[src/design/wwmc_pkg.sv]
package wwmc_pkg;

    localparam int DEF_MAX_WORD_LEN = 10;
    localparam int DEF_COUNT_BITS   = 32;

    localparam int BYTE_W           = 8;
    localparam int OUT_W            = 32;
    localparam int ADDR_W           = 5;
    localparam int DATA_W           = 64;
    localparam int WORD_FIRST_BYTES = 8;
    localparam int WORD_BYTES       = 10;
    localparam int REST_W           = 16;
    localparam int LEN_REG_W        = 4;

    localparam logic [BYTE_W-1:0] FOLD_LO   = 8'd65;
    localparam logic [BYTE_W-1:0] FOLD_HI   = 8'd90;
    localparam logic [BYTE_W-1:0] LETTER_LO = 8'd97;
    localparam logic [BYTE_W-1:0] LETTER_HI = 8'd122;
    localparam logic [BYTE_W-1:0] CASE_GAP  = 8'd32;

    // register index = paddr[4:3]
    localparam logic [1:0] REG_WORD_FIRST = 2'd0;
    localparam logic [1:0] REG_WORD_REST  = 2'd1;
    localparam logic [1:0] REG_WORD_LEN   = 2'd2;

    typedef struct packed {
        logic shift;
        logic flush;
    } cell_ctl_t;

    function automatic logic [BYTE_W-1:0] fold(input logic [BYTE_W-1:0] b);
        logic [BYTE_W-1:0] r;
        r = b;
        if (b >= FOLD_LO && b <= FOLD_HI)
            r = b + CASE_GAP;
        return r;
    endfunction

    function automatic logic is_letter(input logic [BYTE_W-1:0] b);
        return (b >= LETTER_LO) && (b <= LETTER_HI);
    endfunction

endpackage

[src/design/wwmc_cell.sv]
module wwmc_cell (
    input  logic                      clk,
    input  logic                      rst_n,
    input  wwmc_pkg::cell_ctl_t       ctl,
    input  logic [wwmc_pkg::BYTE_W-1:0] byte_in,
    input  logic                      valid_in,
    input  logic [wwmc_pkg::BYTE_W-1:0] target,
    output logic [wwmc_pkg::BYTE_W-1:0] byte_q,
    output logic                      valid_q,
    output logic                      eq,
    output logic                      letter
);
    import wwmc_pkg::*;

    logic [BYTE_W-1:0] byte_reg;
    logic              valid_reg;
    logic              valid_next;

    always_comb
    begin
        valid_next = valid_reg;
        if (ctl.shift)
            valid_next = valid_in;
        else if (ctl.flush)
            valid_next = 1'b0;
    end

    always_ff @(posedge clk or negedge rst_n)
    begin
        if (!rst_n)
        begin
            byte_reg  <= '0;
            valid_reg <= 1'b0;
        end
        else
        begin
            valid_reg <= valid_next;
            if (ctl.shift)
                byte_reg <= byte_in;
        end
    end

    assign byte_q  = byte_reg;
    assign valid_q = valid_reg;
    assign eq      = (byte_reg == target);
    assign letter  = is_letter(byte_reg);

endmodule

[src/design/whole_word_match_counter.sv]
// Channel   Handshake           Payload
// config    psel/penable/pready paddr, pwdata, prdata (64-bit, regs at 0x0/0x8/0x10)
// text in   in_valid/in_ready   text_byte, end_of_text
// count out out_valid/out_ready word_count
//
// One text byte per cycle while in_ready is high; the window is a row of
// MAX_WORD_LEN+1 shift cells, each comparing its byte against the aligned word byte.
// end_of_text sets fin_reg; when the output is free, word_count and out_valid load.
// in_ready drops only while a finished count waits behind a stalled output.
// Reset clears window valid bits and the count; registers go to word_length 1.
module whole_word_match_counter #(
    parameter int MAX_WORD_LEN = wwmc_pkg::DEF_MAX_WORD_LEN,
    parameter int COUNT_BITS   = wwmc_pkg::DEF_COUNT_BITS
) (
    input  logic                        clk,
    input  logic                        rst_n,
    input  logic                        psel,
    input  logic                        penable,
    input  logic                        pwrite,
    input  logic [wwmc_pkg::ADDR_W-1:0] paddr,
    input  logic [wwmc_pkg::DATA_W-1:0] pwdata,
    output logic [wwmc_pkg::DATA_W-1:0] prdata,
    output logic                        pready,
    input  logic                        in_valid,
    output logic                        in_ready,
    input  logic [wwmc_pkg::BYTE_W-1:0] text_byte,
    input  logic                        end_of_text,
    output logic                        out_valid,
    input  logic                        out_ready,
    output logic [wwmc_pkg::OUT_W-1:0]  word_count
);
    import wwmc_pkg::*;

    localparam int WIN   = MAX_WORD_LEN + 1;
    localparam int LEN_W = $clog2(MAX_WORD_LEN + 1);

    logic [DATA_W-1:0]    word_first_reg;
    logic [REST_W-1:0]    word_rest_reg;
    logic [LEN_REG_W-1:0] word_len_reg;
    logic [1:0]           reg_idx;
    logic                 cfg_wr;

    logic [LEN_W-1:0]  eff_len;
    logic [BYTE_W-1:0] wb       [MAX_WORD_LEN];
    logic [BYTE_W-1:0] target   [WIN];
    logic [BYTE_W-1:0] chain_in [WIN];
    logic [BYTE_W-1:0] cell_byte[WIN];
    logic [WIN-1:0]    chain_valid_in;
    logic [WIN-1:0]    cell_valid;
    logic [WIN-1:0]    cell_eq;
    logic [WIN-1:0]    cell_letter;
    cell_ctl_t         cell_ctl;

    logic [BYTE_W-1:0]     in_byte_f;
    logic                  all_ok, have_word, have_prev, prev_letter, win_match;
    logic                  out_free, accept, fin_go, bump;
    logic                  fin_reg, fin_next;
    logic                  out_valid_reg, out_valid_next;
    logic [COUNT_BITS-1:0] total_reg, total_next, count_inc, fin_total;
    logic [OUT_W-1:0]      word_count_reg, word_count_next;

    // configuration port
    assign pready  = 1'b1;
    assign reg_idx = paddr[ADDR_W-1:3];
    assign cfg_wr  = psel && penable && pwrite;

    always_ff @(posedge clk or negedge rst_n)
    begin
        if (!rst_n)
        begin
            word_first_reg <= '0;
            word_rest_reg  <= '0;
            word_len_reg   <= LEN_REG_W'(1);
        end
        else if (cfg_wr)
        begin
            case (reg_idx)
                REG_WORD_FIRST: word_first_reg <= pwdata;
                REG_WORD_REST:  word_rest_reg  <= pwdata[REST_W-1:0];
                REG_WORD_LEN:   word_len_reg   <= pwdata[LEN_REG_W-1:0];
                default:        ;
            endcase
        end
    end

    always_comb
    begin
        case (reg_idx)
            REG_WORD_FIRST: prdata = word_first_reg;
            REG_WORD_REST:  prdata = DATA_W'(word_rest_reg);
            REG_WORD_LEN:   prdata = DATA_W'(word_len_reg);
            default:        prdata = '0;
        endcase
    end

    // length clamped to 1..MAX_WORD_LEN
    always_comb
    begin
        if (word_len_reg == '0)
            eff_len = LEN_W'(1);
        else if (32'(word_len_reg) > MAX_WORD_LEN)
            eff_len = LEN_W'(MAX_WORD_LEN);
        else
            eff_len = LEN_W'(word_len_reg);
    end

    for (genvar j = 0; j < MAX_WORD_LEN; j++)
    begin : g_wb
        if (j < WORD_FIRST_BYTES)
        begin : g_first
            assign wb[j] = fold(word_first_reg[BYTE_W*j +: BYTE_W]);
        end
        else if (j < WORD_BYTES)
        begin : g_rest
            assign wb[j] = fold(word_rest_reg[BYTE_W*(j-WORD_FIRST_BYTES) +: BYTE_W]);
        end
        else
        begin : g_zero
            assign wb[j] = '0;
        end
    end

    // cell k holds the word byte len-1-k; its newest byte is the word's last
    always_comb
    begin
        for (int k = 0; k < WIN; k++)
        begin
            target[k] = '0;
            for (int j = 0; j < MAX_WORD_LEN; j++)
                if (32'(eff_len) == 32'(j + k + 1))
                    target[k] = wb[j];
        end
    end

    // shift chain
    assign in_byte_f    = fold(text_byte);
    assign cell_ctl.shift = accept;
    assign cell_ctl.flush = fin_go;

    for (genvar k = 0; k < WIN; k++)
    begin : g_cell
        if (k == 0)
        begin : g_head
            assign chain_in[k]       = in_byte_f;
            assign chain_valid_in[k] = 1'b1;
        end
        else
        begin : g_body
            // a pending finish means the new byte starts a fresh text
            assign chain_in[k]       = cell_byte[k-1];
            assign chain_valid_in[k] = cell_valid[k-1] && !fin_reg;
        end

        wwmc_cell u_cell (
            .clk      (clk),
            .rst_n    (rst_n),
            .ctl      (cell_ctl),
            .byte_in  (chain_in[k]),
            .valid_in (chain_valid_in[k]),
            .target   (target[k]),
            .byte_q   (cell_byte[k]),
            .valid_q  (cell_valid[k]),
            .eq       (cell_eq[k]),
            .letter   (cell_letter[k])
        );
    end

    // match of the word ending at the newest stored byte
    always_comb
    begin
        all_ok      = 1'b1;
        have_word   = 1'b0;
        have_prev   = 1'b0;
        prev_letter = 1'b0;
        for (int k = 0; k < WIN; k++)
        begin
            if (32'(eff_len) > 32'(k) && !cell_eq[k])
                all_ok = 1'b0;
            if (32'(eff_len) == 32'(k + 1))
                have_word = cell_valid[k];
            if (32'(eff_len) == 32'(k))
            begin
                have_prev   = cell_valid[k];
                prev_letter = cell_letter[k];
            end
        end
    end

    assign win_match = all_ok && have_word && !(have_prev && prev_letter);

    // control
    assign out_free = !out_valid_reg || out_ready;
    assign in_ready = !fin_reg || out_free;
    assign accept   = in_valid && in_ready;
    assign fin_go   = fin_reg && out_free;
    assign bump     = !fin_reg && win_match && !is_letter(in_byte_f);

    assign count_inc = (&total_reg) ? total_reg : total_reg + COUNT_BITS'(1);
    assign fin_total = win_match ? count_inc : total_reg;

    always_comb
    begin
        fin_next        = fin_reg;
        total_next      = total_reg;
        out_valid_next  = out_valid_reg;
        word_count_next = word_count_reg;

        if (accept)
        begin
            fin_next   = end_of_text;
            total_next = fin_reg ? '0 : (bump ? count_inc : total_reg);
        end
        else if (fin_go)
        begin
            fin_next   = 1'b0;
            total_next = '0;
        end

        if (fin_go)
        begin
            out_valid_next  = 1'b1;
            word_count_next = OUT_W'(fin_total);
        end
        else if (out_ready)
            out_valid_next = 1'b0;
    end

    always_ff @(posedge clk or negedge rst_n)
    begin
        if (!rst_n)
        begin
            fin_reg       <= 1'b0;
            total_reg     <= '0;
            out_valid_reg <= 1'b0;
        end
        else
        begin
            fin_reg       <= fin_next;
            total_reg     <= total_next;
            out_valid_reg <= out_valid_next;
        end
    end

    always_ff @(posedge clk)
    begin
        word_count_reg <= word_count_next;
    end

    assign out_valid  = out_valid_reg;
    assign word_count = word_count_reg;

endmodule

[config.mk]
export PLATFORM = sky130hd
export DESIGN_NAME = whole_word_match_counter
export DESIGN_NICKNAME = d
export VERILOG_FILES = /design/src/design/wwmc_pkg.sv /design/src/design/wwmc_cell.sv /design/src/design/whole_word_match_counter.sv
export SDC_FILE = /design/constraint.sdc
export NUM_CORES = 1
export LEC_CHECK = 0
export BUFFER_PORTS_ARGS = -buffer_cell sky130_fd_sc_hd__buf_2
export CORE_ASPECT_RATIO = 1.75
export CORE_MARGIN = 8
export CORE_UTILIZATION = 50
export CTS_CLUSTER_SIZE = 40
export DETAILED_ROUTE_END_ITERATION = 6
export PLACE_DENSITY = 0.66
export SYNTH_ARGS = -nofsm -noshare
export SYNTH_HDL_FRONTEND = slang
export SYNTH_SLANG_ARGS = --single-unit
[constraint.sdc]
create_clock -name clk -period 13.6 [get_ports clk]
set_input_delay 0.68 -clock clk [delete_from_list [all_inputs] [get_ports clk]]
set_output_delay 0.68 -clock clk [all_outputs]
set_load 0.05 [all_outputs]
## After elaboration in Yosys (flattened, before gate mapping)

Index checks and enable logic that the tools add are counted.
Widths: inputs -> output; s select.

- $add $sub $neg: 12
- Magnitude comparators: 58
- Eq/ne operators: 29
- Mux-type cells: 174
- Reductions and logical operators: 80

Operator list:

| cell | count |
|---|---|
| $mux 8 | 106 |
| $mux 32 | 6 |
| $pmux 64 s3 | 1 |
| $ge 8x7->1 const B | 23 |
| $le 8x7->1 const B | 23 |
| $add 8x6->8 const B | 11 |
| $eq 8x8->1 | 11 |
| $mux 1 | 59 |
| $logic_and 1x1->1 | 53 |
| $add 32x1->32 const B | 1 |
| $eq 4x4->1 const B | 8 |
| $reduce_and 32->1 | 1 |
| $eq 4x3->1 const B | 4 |
| $gt 4x3->1 const B | 4 |
| $gt 4x4->1 const B | 4 |
| $logic_not 1->1 | 15 |
| $eq 4x2->1 const B | 2 |
| $gt 4x1->1 const B | 2 |
| $gt 4x2->1 const B | 2 |
| $logic_not 4->1 | 2 |
| $mux 4 | 2 |
| $reduce_and 2->1 | 4 |
| $eq 4x1->1 const B | 1 |
| $reduce_bool 2->1 | 2 |
| other kinds (5) | 6 |

- Flip-flop bits (word level): 249
- Bits of input ports: 85
- Output and inout bits: 99
- Word-level logic and storage cells: 382

## Longest topological paths before layout

- Depth after elaboration: 35
- Depth in mapped cells: 19

## Hierarchy

Synthesis repeated with hierarchy kept, for this count alone.

- Cell total of the unflattened synthesis: 1744
- Area total of the unflattened synthesis: 16343.2 um2

Modules (own cells, without submodules):

| module | instances | cells an instance | area an instance (um2) | sequential area each (um2) |
|---|---|---|---|---|
| whole_word_match_counter | 1 | 1337 | 11360.9 | 3915.0 |
| wwmc_cell | 11 | 37 | 452.9 | 225.2 |

## Worst setup path before layout

No wires, ideal clock.

- Kind: reg-to-reg
- Start point: register word_len_reg[2]
- End point: register word_count_reg[16], in the netlist word_count[16], data pin
- Setup time: 0.260 ns
- Data arrival time: 4.188 ns
- Data required time: 13.340 ns
- Setup slack: 9.152 ns
- Stages on the path, launching flop included: 14
- Buffers on the path: 2
- Period minus slack after synthesis: 4.448 ns
- Path through: dfrtp_1 -> buf_2 -> nor3b_1 -> a222oi_1 -> o41ai_1 -> xor2_1 -> or4_1 -> a2111o_1 -> or4_1 -> a2111o_1 -> nor3_4 -> buf_2 -> nand4_1 -> xnor2_1

- Word-level cells in the longest chain between the ends: 31
- Elaborated cells on any way between the ends: 208

Ends and longest elaborated chain:

| element | line | text |
|---|---|---|
| start: declaration | whole_word_match_counter.sv:39 | `logic [LEN_REG_W-1:0] word_len_reg;` |
| start signal: assignment | whole_word_match_counter.sv:80 | `REG_WORD_LEN: word_len_reg <= pwdata[LEN_REG_W-1:0];` |
| $gt 4x4->1 | whole_word_match_counter.sv:101 | `else if (32'(word_len_reg) > MAX_WORD_LEN)` |
| $mux 4 | whole_word_match_counter.sv:101 |  |
| $mux 4 * | whole_word_match_counter.sv:99 | `if (word_len_reg == '0)` |
| $eq 4x1->1 | whole_word_match_counter.sv:130, whole_word_match_counter.sv:179, whole_word_match_counter.sv:181 |  |
| $mux 8 (10 in a row) | whole_word_match_counter.sv:130 | `if (32'(eff_len) == 32'(j + k + 1))` |
| $eq 8x8->1 | wwmc_cell.sv:45 | `assign eq = (byte_reg == target);` |
| $logic_not 1->1 | whole_word_match_counter.sv:177 | `if (32'(eff_len) > 32'(k) && !cell_eq[k])` |
| $logic_and 1x1->1 | whole_word_match_counter.sv:177 |  |
| $mux 1 (11 in a row) | whole_word_match_counter.sv:177 |  |
| $logic_and 1x1->1 | whole_word_match_counter.sv:189 | `assign win_match = all_ok && have_word && !(have_prev && prev_letter);` |
| $logic_and 1x1->1 * | whole_word_match_counter.sv:189 |  |
| $mux 32 * | whole_word_match_counter.sv:199 | `assign fin_total = win_match ? count_inc : total_reg;` |
| named net fin_total[16] | whole_word_match_counter.sv:59 | `logic [COUNT_BITS-1:0] total_reg, total_next, count_inc, fin_total;` |
| end signal: assignment | whole_word_match_counter.sv:246 | `word_count_reg <= word_count_next;` |
| end: declaration | whole_word_match_counter.sv:60 | `logic [OUT_W-1:0] word_count_reg, word_count_next;` |

Mark *: on every way through the listed nets, which the timed path passes. The rest lies on a longest branch.
A chain may end at the register's enable or synchronous reset.

## Worst setup path in the final report

- Start point: register word_len_reg[0]
- End point: register total_reg[3]

- Word-level cells in the longest chain between the ends: 34
- Elaborated cells on any way between the ends: 211

Ends and longest elaborated chain:

| element | line | text |
|---|---|---|
| $gt 4x4->1 | whole_word_match_counter.sv:101 |  |
| $mux 4 | whole_word_match_counter.sv:101 |  |
| $mux 4 * | whole_word_match_counter.sv:99 |  |
| $eq 4x1->1 | whole_word_match_counter.sv:130, whole_word_match_counter.sv:179, whole_word_match_counter.sv:181 |  |
| $mux 8 (10 in a row) | whole_word_match_counter.sv:130 |  |
| $eq 8x8->1 | wwmc_cell.sv:45 |  |
| $logic_not 1->1 | whole_word_match_counter.sv:177 |  |
| $logic_and 1x1->1 | whole_word_match_counter.sv:177 |  |
| $mux 1 (11 in a row) | whole_word_match_counter.sv:177 |  |
| $logic_and 1x1->1 | whole_word_match_counter.sv:189 |  |
| $logic_and 1x1->1 * | whole_word_match_counter.sv:189 |  |
| $logic_and 1x1->1 * (2 in a row) | whole_word_match_counter.sv:196 | `assign bump = !fin_reg && win_match && !is_letter(in_byte_f);` |
| $ne 3x1->1 (no line) * | - |  |
| $reduce_and 2->1 (no line) * | - |  |
| end signal: assignment | whole_word_match_counter.sv:239 | `total_reg <= total_next;` |
| end: declaration | whole_word_match_counter.sv:59 |  |

Mark *: on every way between the ends. The rest lies on a longest branch, timed or not.

==> metrics <==
status finished, final reports clean; layout cells sized above 1 between 20 and 25%; crit path kind flip-flop to flip-flop; setup_tns 0 ns; CP bufs+invs 4; hold_buf cts 0; CTS tree built; fin area 20300 µm²; Yosys top cell by area dfrtp_1; CTS Buffer Depth 3; drt wl/cell 30.4 µm; worst vdd ir 0.106 mV; cell count after synthesis about 2100; # resized after CTS 0; crit end category flip-flop; net switching power 1.75 mW; relative slew slack 7.23%; Critical Path RT 14.02 ns; clock share of power a little over a fifth; DRC 0; internal power 1.96 mW; pwr dens roughly 180 nW/µm²; Area after DPL ~19000 µm²; Vias/cell ~6.9; Setup-failing EPs final 0; number of global-route vias before repair 18100; r2r worst-path depth 16; Critical Path AT 7.25 ns; Worst path most repeated cell buf_4; Max stage delay on crit path 1.06 ns; Reg clk slew, reported paths 0.07 ns; Layout Nets 2259; area delta synth->final 11.7%; sw frac 47.1%; RSZ-0062 raised after global routing false; worst min-delay path class input pin to async pin; Tcrit/Tclk final between 50% and 60%; Yosys top cell area share 29.7%; gpl congestion 1.00; maximum clock frequency 147 MHz; die height 268 µm; met2 Usage GRT 62.0%; Comb pwr share 44.3%; clock insertion delay at the later pin of the skew report 0.57 ns; worst slew pin tran 1.39 ns; vias post-DR roughly 18000; num rows 92; root buffer cell clkbuf_16; Detailed Routing Iterations Pass 1 6; slowest CP cell a221oi_1; die width 160 µm; area of the multi-input gates 11000 µm²; initial antenna violation count 2; largest net degree at the start of global routing 82; detailed placement HPWL 57400 µm; R2R Setup Slk 6.77 ns; asr flop ratio synth 87.1%; Mapped Area 18200 µm²; Starting Density 50.7%; delay-heaviest family, CP compound AO/OA/AOI/OAI gates; drt total wl 80700 µm; register area share after synthesis 35.1%; LEAKAGE just over 8 nW; Port Buffer Count 179; synth warn 0; area of the die approximately 43000 µm²; Net Count, Synth about 2200; Post-synth EDFFs 32; Total Routing Usage GR 36.7%; first-pass GRT wire length 119000 µm; Cell Chain, Critical Path buf_4 > buf_4 > mux2i_1 > o21ai_0 > a221oi_1 > xor2_1 > o2111ai_1 > or4_1 > nor4_1 > o21ai_1 > a2111oi_2 > buf_4 > a21oi_2 > buf_4 > o21ai_0 > o41ai_2; I/O Pins 184; Register Area roughly 6400 µm²; Yosys cell types 94; met3 Use GR 8.01%; max reg flops 88; CP Launch Type flip-flop; Final Max Tran Viols 0; DRT iter0 DRCs around 1800; Primary FF master, synth dfrtp_1; total setup buffers inserted after CTS 0; clk_skew 0.0144 ns; Seq cells post-synth around 250; sequential share of power about a third; GRT Max-Usage Layer met2; # fillers 3316; TritonCTS Sinks 249; Area contributors post-synth dfrtp_1 (30%), mux2_2 (9.6%), edfxtp_1 (5.3%); core area around 36000 µm²; Fin. Hold Viols 0; GR Util met1 39.1%; post-route minimum period 6.83 ns; commonest non-fill, non-tap cell in the layout dfrtp_1; most frequent cells in the layout dfrtp_1 (213), nand2_1 (197), o21ai_0 (186); remaining global-route overflow 0; H-tree levels 1; CTS Buf Count 27; worst-path fanout max 59; Crit path depth 16; max-cap violations 0; Avg Synthesized Cell Area 8.73 µm²; Routed Antenna Nets 0
Yosys cell counts, types with 17 or more instances:
| library cell | count |
|---|---|
| nand2b_1 | 23 |
| and3_1 | 19 |
| nor2b_1 | 24 |
| or3_1 | 22 |
| o22ai_1 | 33 |
| nor3_1 | 48 |
| a22oi_1 | 23 |
| clkbuf_1 | 131 |
| buf_2 | 35 |
| mux2_2 | 155 |
| nor2_1 | 116 |
| xor2_1 | 26 |
| a211oi_1 | 20 |
| buf_1 | 20 |
| o21ai_0 | 187 |
| mux2i_1 | 42 |
| or4_1 | 17 |
| edfxtp_1 | 32 |
| nand2_1 | 198 |
| inv_1 | 31 |
| nand3_1 | 52 |
| nand4_1 | 17 |
| a31oi_1 | 29 |
| o221ai_1 | 36 |
| xnor2_1 | 56 |
| a21oi_1 | 95 |
| dfrtp_1 | 216 |
| and2_1 | 47 |
stage by stage:
step	hold WS [ns]	util [%]	total power [mW]	std cells	setup slack, ns
2_1_floorplan	0.384	-	2.22	2086	9.15
3_3_place_gp	0.469	54.1	2.85	2603	7.31
3_5_place_dp	0.493	54.1	2.87	2603	7.18
4_1_cts	0.0976	56.6	3.64	2653	7.18
5_1_grt	0.142	56.6	3.86	2654	6.66
6_report	0.0780	56.6	3.71	2654	6.77
power by group through the flow:
stage                     clock network, mW  logic (mW)  registers (mW)
after detailed placement                  0        1.58            1.29
after global placement                    0        1.57            1.28
final                                 0.771        1.64            1.30
after floorplan                           0        1.14            1.09
after CTS                             0.781        1.59            1.27
after global routing                  0.809        1.74            1.31
logic make-up after synthesis:
family                     share of synthesized area (%)
adders and majority gates                          0.825
DFF                                                 35.1
and+or+nand+nor                                     19.6
buffers and inverters                               4.82
muxes                                               12.1
AOI/OAI and AO/OA                                   23.6
other                                             0.0206
xor gates and xnor gates                            3.94
layer usage:
metal	wire length [µm]	part of all wire (%)
met1	27300	34
met2	38500	48
met3	7220	9.0
met4	7620	9.4
met5	11	0.014
area by class of cell:
cell class / count / share of cell area [%]
clock inverters: 18 / 0.984
flip-flops and latches: 249 / 31.5
diodes: 1 / 0.0123
clock buffers: 32 / 3.51
well taps: 470 / 2.89
inverters: 34 / 0.627
multi-input cells: 1616 / 54.0
repair buffers: 234 / 6.48
path summary, 6_finish.rpt:
kind                                                         startpoint                                 endpoint
min in group clk                                             pwdata[20]           word_first_reg[20]$_DFFE_PN0P_
worst min register to register  g_cell[10].u_cell.byte_q[6]$_DFFE_PN0P_  g_cell[10].u_cell.byte_q[6]$_DFFE_PN0P_
worst min-delay path                                              rst_n            word_first_reg[4]$_DFFE_PN0P_
worst max-delay path                        word_len_reg[0]$_DFFE_PN1P_                 total_reg[3]$_DFFE_PN0P_
max in group asynchronous                                         rst_n              word_len_reg[1]$_DFFE_PN0P_
worst max register to register              word_len_reg[0]$_DFFE_PN1P_                 total_reg[3]$_DFFE_PN0P_
(Power assumes the default switching activity.)
